File: config.mk
export PLATFORM = sky130hd
export DESIGN_NAME = htbd_ctrl
export DESIGN_NICKNAME = d
export VERILOG_FILES = /design/src/design/htbd_pkg.sv /design/src/design/htbd_ctrl.sv
export VERILOG_INCLUDE_DIRS = /design/src /design/src/design
export SDC_FILE = /design/constraint.sdc
export NUM_CORES = 1
export LEC_CHECK = 0
export ABC_AREA = 1
export BUFFER_PORTS_ARGS = -buffer_cell sky130_fd_sc_hd__clkbuf_2
export CAP_MARGIN = 40
export CORE_AREA = 2 2 39 41
export DETAILED_ROUTE_END_ITERATION = 7
export DIE_AREA = 0 0 41 43
export SLEW_MARGIN = 10
export SYNTH_ARGS = -nofsm -noshare
export SYNTH_HDL_FRONTEND = slang
export SYNTH_SLANG_ARGS = --single-unit
File: constraint.sdc
create_clock -name clk_i -period 1.3 [get_ports clk_i]
set_clock_uncertainty 0.2 [all_clocks]
set_input_delay 0.065 -clock clk_i [delete_from_list [all_inputs] [get_ports clk_i]]
set_output_delay 0.065 -clock clk_i [all_outputs]
set_load 0.01 [all_outputs]
File: src/design/huffman_tree_bit_decoder_top_macros.svh
// Assertion macros of the decoder, used by the controller.
// Define ASSERT_OFF to compile every check away.
`ifndef HUFFMAN_TREE_BIT_DECODER_TOP_MACROS_SVH
`define HUFFMAN_TREE_BIT_DECODER_TOP_MACROS_SVH

`ifndef ASSERT_OFF

// Check on every clock edge outside reset.
`define HTBD_ASSERT(lbl, clk, rstn, prop, msg) \
  lbl: assert property (@(posedge clk) disable iff (!rstn) prop) else $error(msg);

// Check on every clock edge, reset included.
`define HTBD_ASSERT_NR(lbl, clk, prop, msg) \
  lbl: assert property (@(posedge clk) prop) else $error(msg);

`else

`define HTBD_ASSERT(lbl, clk, rstn, prop, msg)

`define HTBD_ASSERT_NR(lbl, clk, prop, msg)

`endif

`endif

File: src/design/htbd_pkg.sv
// Shared types and codes of the tree bit decoder.
// No dependencies; imported by the controller, datapath and top level.
`timescale 1ns / 1ps

package htbd_pkg;

  // Input action codes
  localparam logic ACT_LOAD = 1'b0;
  localparam logic ACT_DATA = 1'b1;

  // Result kind codes
  localparam logic [1:0] KIND_DATA  = 2'd0;
  localparam logic [1:0] KIND_END   = 2'd1;
  localparam logic [1:0] KIND_ERROR = 2'd2;

  // Leaf symbols at or above this value end the stream
  localparam int unsigned SYMBOL_LIMIT = 256;

  localparam int unsigned NODE_COUNT_W = 9;
  localparam int unsigned CHILD_W      = 16;
  localparam int unsigned WORD_W       = 2 * CHILD_W;
  localparam int unsigned BIT_CNT_W    = 3;

  // Controller to datapath commands
  typedef struct packed {
    logic load;   // write one tree node
    logic start;  // take a data byte
    logic step;   // walk one bit
    logic fin;    // final-byte check
    logic flush;  // hand the held result out as the last one
  } htbd_cmd_t;

  // Datapath to controller status
  typedef struct packed {
    logic sticky_err;
    logic ended;
    logic step_result;
    logic step_done;
    logic fin_result;
    logic pend_valid;
    logic slot_free;
  } htbd_sts_t;

endpackage

File: src/design/htbd_ctrl.sv
// Sequencer of the tree bit decoder: input handshake, walk, final check, flush.
// Depends on htbd_pkg and the assertion macros header.
`timescale 1ns / 1ps

module htbd_ctrl (
  input  logic                clk_i,
  input  logic                rst_ni,
  input  logic                in_valid_i,
  output logic                in_ready_o,
  input  logic                action_i,
  input  htbd_pkg::htbd_sts_t sts_i,
  output htbd_pkg::htbd_cmd_t cmd_o
);
  import htbd_pkg::*;
`include "huffman_tree_bit_decoder_top_macros.svh"

  typedef enum logic [3:0] {
    ST_IDLE   = 4'b0001,
    ST_WALK   = 4'b0010,
    ST_FINCHK = 4'b0100,
    ST_FLUSH  = 4'b1000
  } htbd_state_e;

  htbd_state_e state_q, state_d;
  logic        in_accept;
  logic        walk_go;
  logic        fin_go;
  logic        flush_go;

  always_comb begin
    in_ready_o = (state_q == ST_IDLE);
    in_accept  = in_valid_i & in_ready_o;
    // a new result pushes the held one out, so wait for a free output slot
    walk_go  = !(sts_i.step_result && sts_i.pend_valid && !sts_i.slot_free);
    fin_go   = !(sts_i.fin_result && sts_i.pend_valid && !sts_i.slot_free);
    flush_go = !sts_i.pend_valid || sts_i.slot_free;
    cmd_o    = '0;
    state_d  = state_q;
    case (state_q)
      ST_IDLE: begin
        if (in_accept) begin
          if (action_i == ACT_LOAD) begin
            cmd_o.load = 1'b1;
          end else begin
            cmd_o.start = 1'b1;
            if (sts_i.sticky_err) begin
              state_d = ST_FLUSH;
            end else if (!sts_i.ended) begin
              state_d = ST_WALK;
            end
          end
        end
      end
      ST_WALK: begin
        if (walk_go) begin
          cmd_o.step = 1'b1;
          if (sts_i.step_done) begin
            state_d = ST_FINCHK;
          end
        end
      end
      ST_FINCHK: begin
        if (fin_go) begin
          cmd_o.fin = 1'b1;
          state_d   = ST_FLUSH;
        end
      end
      ST_FLUSH: begin
        if (flush_go) begin
          cmd_o.flush = 1'b1;
          state_d     = ST_IDLE;
        end
      end
      default: begin
        state_d = ST_IDLE;
      end
    endcase
  end

  always_ff @(posedge clk_i or negedge rst_ni) begin
    if (!rst_ni) begin
      state_q <= ST_IDLE;
    end else begin
      state_q <= state_d;
    end
  end

  `HTBD_ASSERT(a_walk_stall_holds, clk_i, rst_ni, (state_q == ST_WALK && sts_i.step_result && sts_i.pend_valid && !sts_i.slot_free) |=> (state_q == ST_WALK), "walk left while a result was stalled")
  `HTBD_ASSERT(a_flush_empties, clk_i, rst_ni, (state_q == ST_FLUSH && flush_go) |=> (state_q == ST_IDLE && !sts_i.pend_valid), "flush left a held result behind")
  `HTBD_ASSERT(a_sticky_reports, clk_i, rst_ni, (in_accept && action_i == ACT_DATA && sts_i.sticky_err) |=> (state_q == ST_FLUSH && sts_i.pend_valid), "sticky error byte gave no result")
  `HTBD_ASSERT_NR(a_idle_no_pend, clk_i, sts_i.pend_valid |-> (state_q != ST_IDLE), "held result while idle")

endmodule

==> run metrics <==
reg2reg setup slack -0.23 ns; Die Y-Extent 43 µm; total wire length 942 µm; HP Class in -> reg; Post-Synth XOR/XNOR Area 0%; CP top delay family flip-flops; CP Capture Type primary output; endpoints failing setup 10; max reg flops 4; clock-pin transition on the worst setup and hold timing paths 0.04 ns; Detailed Route Iter0 Violations 5; vias in the first global route 421; Regs by FF count state_q (4); routed vias/inst 4.31; Pwr Total 1.44 mW; VDD IR-drop max 1230 µV; Rel. slew slack 87.9%; wire per inst 8.80 µm; crit path max fanout 3; DP Wirelength 716 µm; Total Nets Final 103; I/O pin count 17; max cap viols 0; TritonCTS clock tree built; Final min period 1.53 ns; register area 103 µm²; Vias 461; Fin Hold WS -0.0550 ns; Setup CP Type reg -> out; setup TNS -2.01 ns; simple-gate portion of the synthesized area 56.9%; Power Density 2240 nW/µm²; remaining antenna violation count 0; IO buf count 16; failing checks hold timing, setup timing; # diodes 0; crit-path cells inv_2 > nor2_4 > nand2_4 > nor3_2 > buf_2; Synth top area share 21.9%; Finished Layout Cells 107; DP Worst Slack -0.125 ns; drt pass-1 iters 4; Mapped Nets 69; RSZ-0062 raised after global routing true; WP data required 1.03 ns; Synth Area in Compound Gates 2.55%; first-pass GRT wire length 1560 µm; Final period util 118%; Reg with most FFs state_q; Netlist cell types 14; largest family of logic cells by synthesized area simple AND/OR/NAND/NOR gates; DIE WIDTH 41 µm; pin count of the biggest net entering global routing 5; Core Area 1380 µm²; Yosys reg bits 4; Final Hold Viols 2; initial antenna violation count 0; run status finished, violations left; number of placement rows 14; number of remaining DRC errors 0; CP max stage cell dfstp_2; ratio of cells with drive above 1 in the final layout 51.6%; GR Util All Layers 13.5%; GRT overflow 0; Final Max Slew Viols 0; cell type with the largest total area after synthesis dfrtp_1; worst hold start sts_i[0]; Buffers & Inverters on Critical Path 2; largest cells by area after synthesis dfrtp_1, nand2_1, nand3_1, nor2_1, inv_1; Max Root-Sink Buffers 2; Ys Warns 0; Area Growth Syn to Fin 86.9%; final worst slack -0.235 ns; Routability Congestion 0.727; Critical Path Max Stage Delay 0.53 ns; die area 1760 µm²; Synth Cell Area 343 µm²; CTS sink cnt 4; total CTS buffers 3; CP arrival 1.27 ns; hold buffers post-CTS 4; Hold EP state_q[2]; clk root buf clkbuf_4; Cells after DPL 93; LEAKAGE 0.374 nW; filler cell count 149; Initial Utilization 24.8%; Startpoint Class register; Critical R2R Launch state_q[0]; H-tree levels 1; area of the multi-input gates 256 µm²; clk_lat worst skew 0.24 ns; Post-Synth Adder-Cell Area 0%; fmax 652 MHz; Synth Area per Inst 5.91 µm²; Hold Crit Depth 4; Seq/Total Area, Yosys 29.6%; Worst Tran Pin Value 0.181 ns; r2r worst-path depth 8; RR Endpoint state_q[3]; mux cell area share after synthesis 0%; Syn Inst Count 58
[worst max-delay path by stage]
stage | from | to | slack [ns] | cells past startpoint
global placement | state_q[1] | state_q[3] | -0.11 | 6
detailed placement | state_q[0] | state_q[3] | -0.12 | 6
floorplan | state_q[0] | state_q[2] | -0.02 | 7
finish | state_q[0] | cmd_o[3] | -0.23 | 5
global route | state_q[0] | cmd_o[3] | -0.31 | 5
CTS | state_q[0] | state_q[3] | -0.25 | 8
[report_power, final]
part	total (mW)	internal, mW	leakage (nW)	switching [mW]
Clock	0.170	0.115	0.0150	0.0546
Sequential	0.265	0.194	0.0498	0.0703
Combinational	1.00	0.477	0.309	0.524
[cells in the mapped netlist, drive strengths merged]
cell,instances
nand4,1
nand3,9
dfrtp,3
nand2,16
and3,1
dfstp,1
nor3,1
nor2,14
and2,1
inv,10
o21ai,1
[tightest hold or removal path, delay by kind of cell]
family	cells	cell delay, ns
buf+inv	1	0.10
simple gates	3	0.17
[routing by layer]
| metal | part of all wire [%] | GRT usage [%] |
|---|---|---|
| met5 | 0 | 0 |
| met4 | 0 | 10.0 |
| met3 | 3.1 | 3.14 |
| met2 | 58 | 21.3 |
| met1 | 39 | 14.6 |
[metrics by stage]
step           cell area, µm²  util (%)
2_1_floorplan             353         -
3_3_place_gp              475      34.4
3_5_place_dp              475      34.4
4_1_cts                   603      43.6
5_1_grt                   641      46.3
6_report                  641      46.3
[final cells by class]
cell class              count  area share [%]
well taps                  16            3.13
clock buffers               4            4.10
multi-input cells          44            40.0
repair buffers             29            30.9
inverters                  10            5.86
flip-flops and latches      4            16.0
[cell families (layout without fill, tap and decap cells)]
kind of cell | Yosys count | count (layout)
buf+inv | 10 | 43
simple gates | 43 | 43
flops | 4 | 4
compound gates | 1 | 1
[repair_timing]
| action | 4_1_cts | 5_1_grt |
|---|---|---|
| endpoints found under the setup margin | 10 | 10 |
| pin swaps | 3 | 1 |
| resized for setup | 8 | 11 |
| setup buffers | 5 | 1 |
| hold endpoints to repair | 6 | 1 |
[layout by cell type (no fill, tap or decap), drive strengths merged]
cell / Yosys / layout
dfstp: 1 / 1
dlygate4sd3: 0 / 4
nand2: 16 / 16
o21ai: 1 / 1
and2: 1 / 1
nor3: 1 / 1
nand4: 1 / 1
buf: 0 / 13
dfrtp: 3 / 3
clkbuf: 0 / 16
and3: 1 / 1
nand3: 9 / 9
nor2: 14 / 14
inv: 10 / 10
No activity file was read; power rests on OpenSTA's default activity.
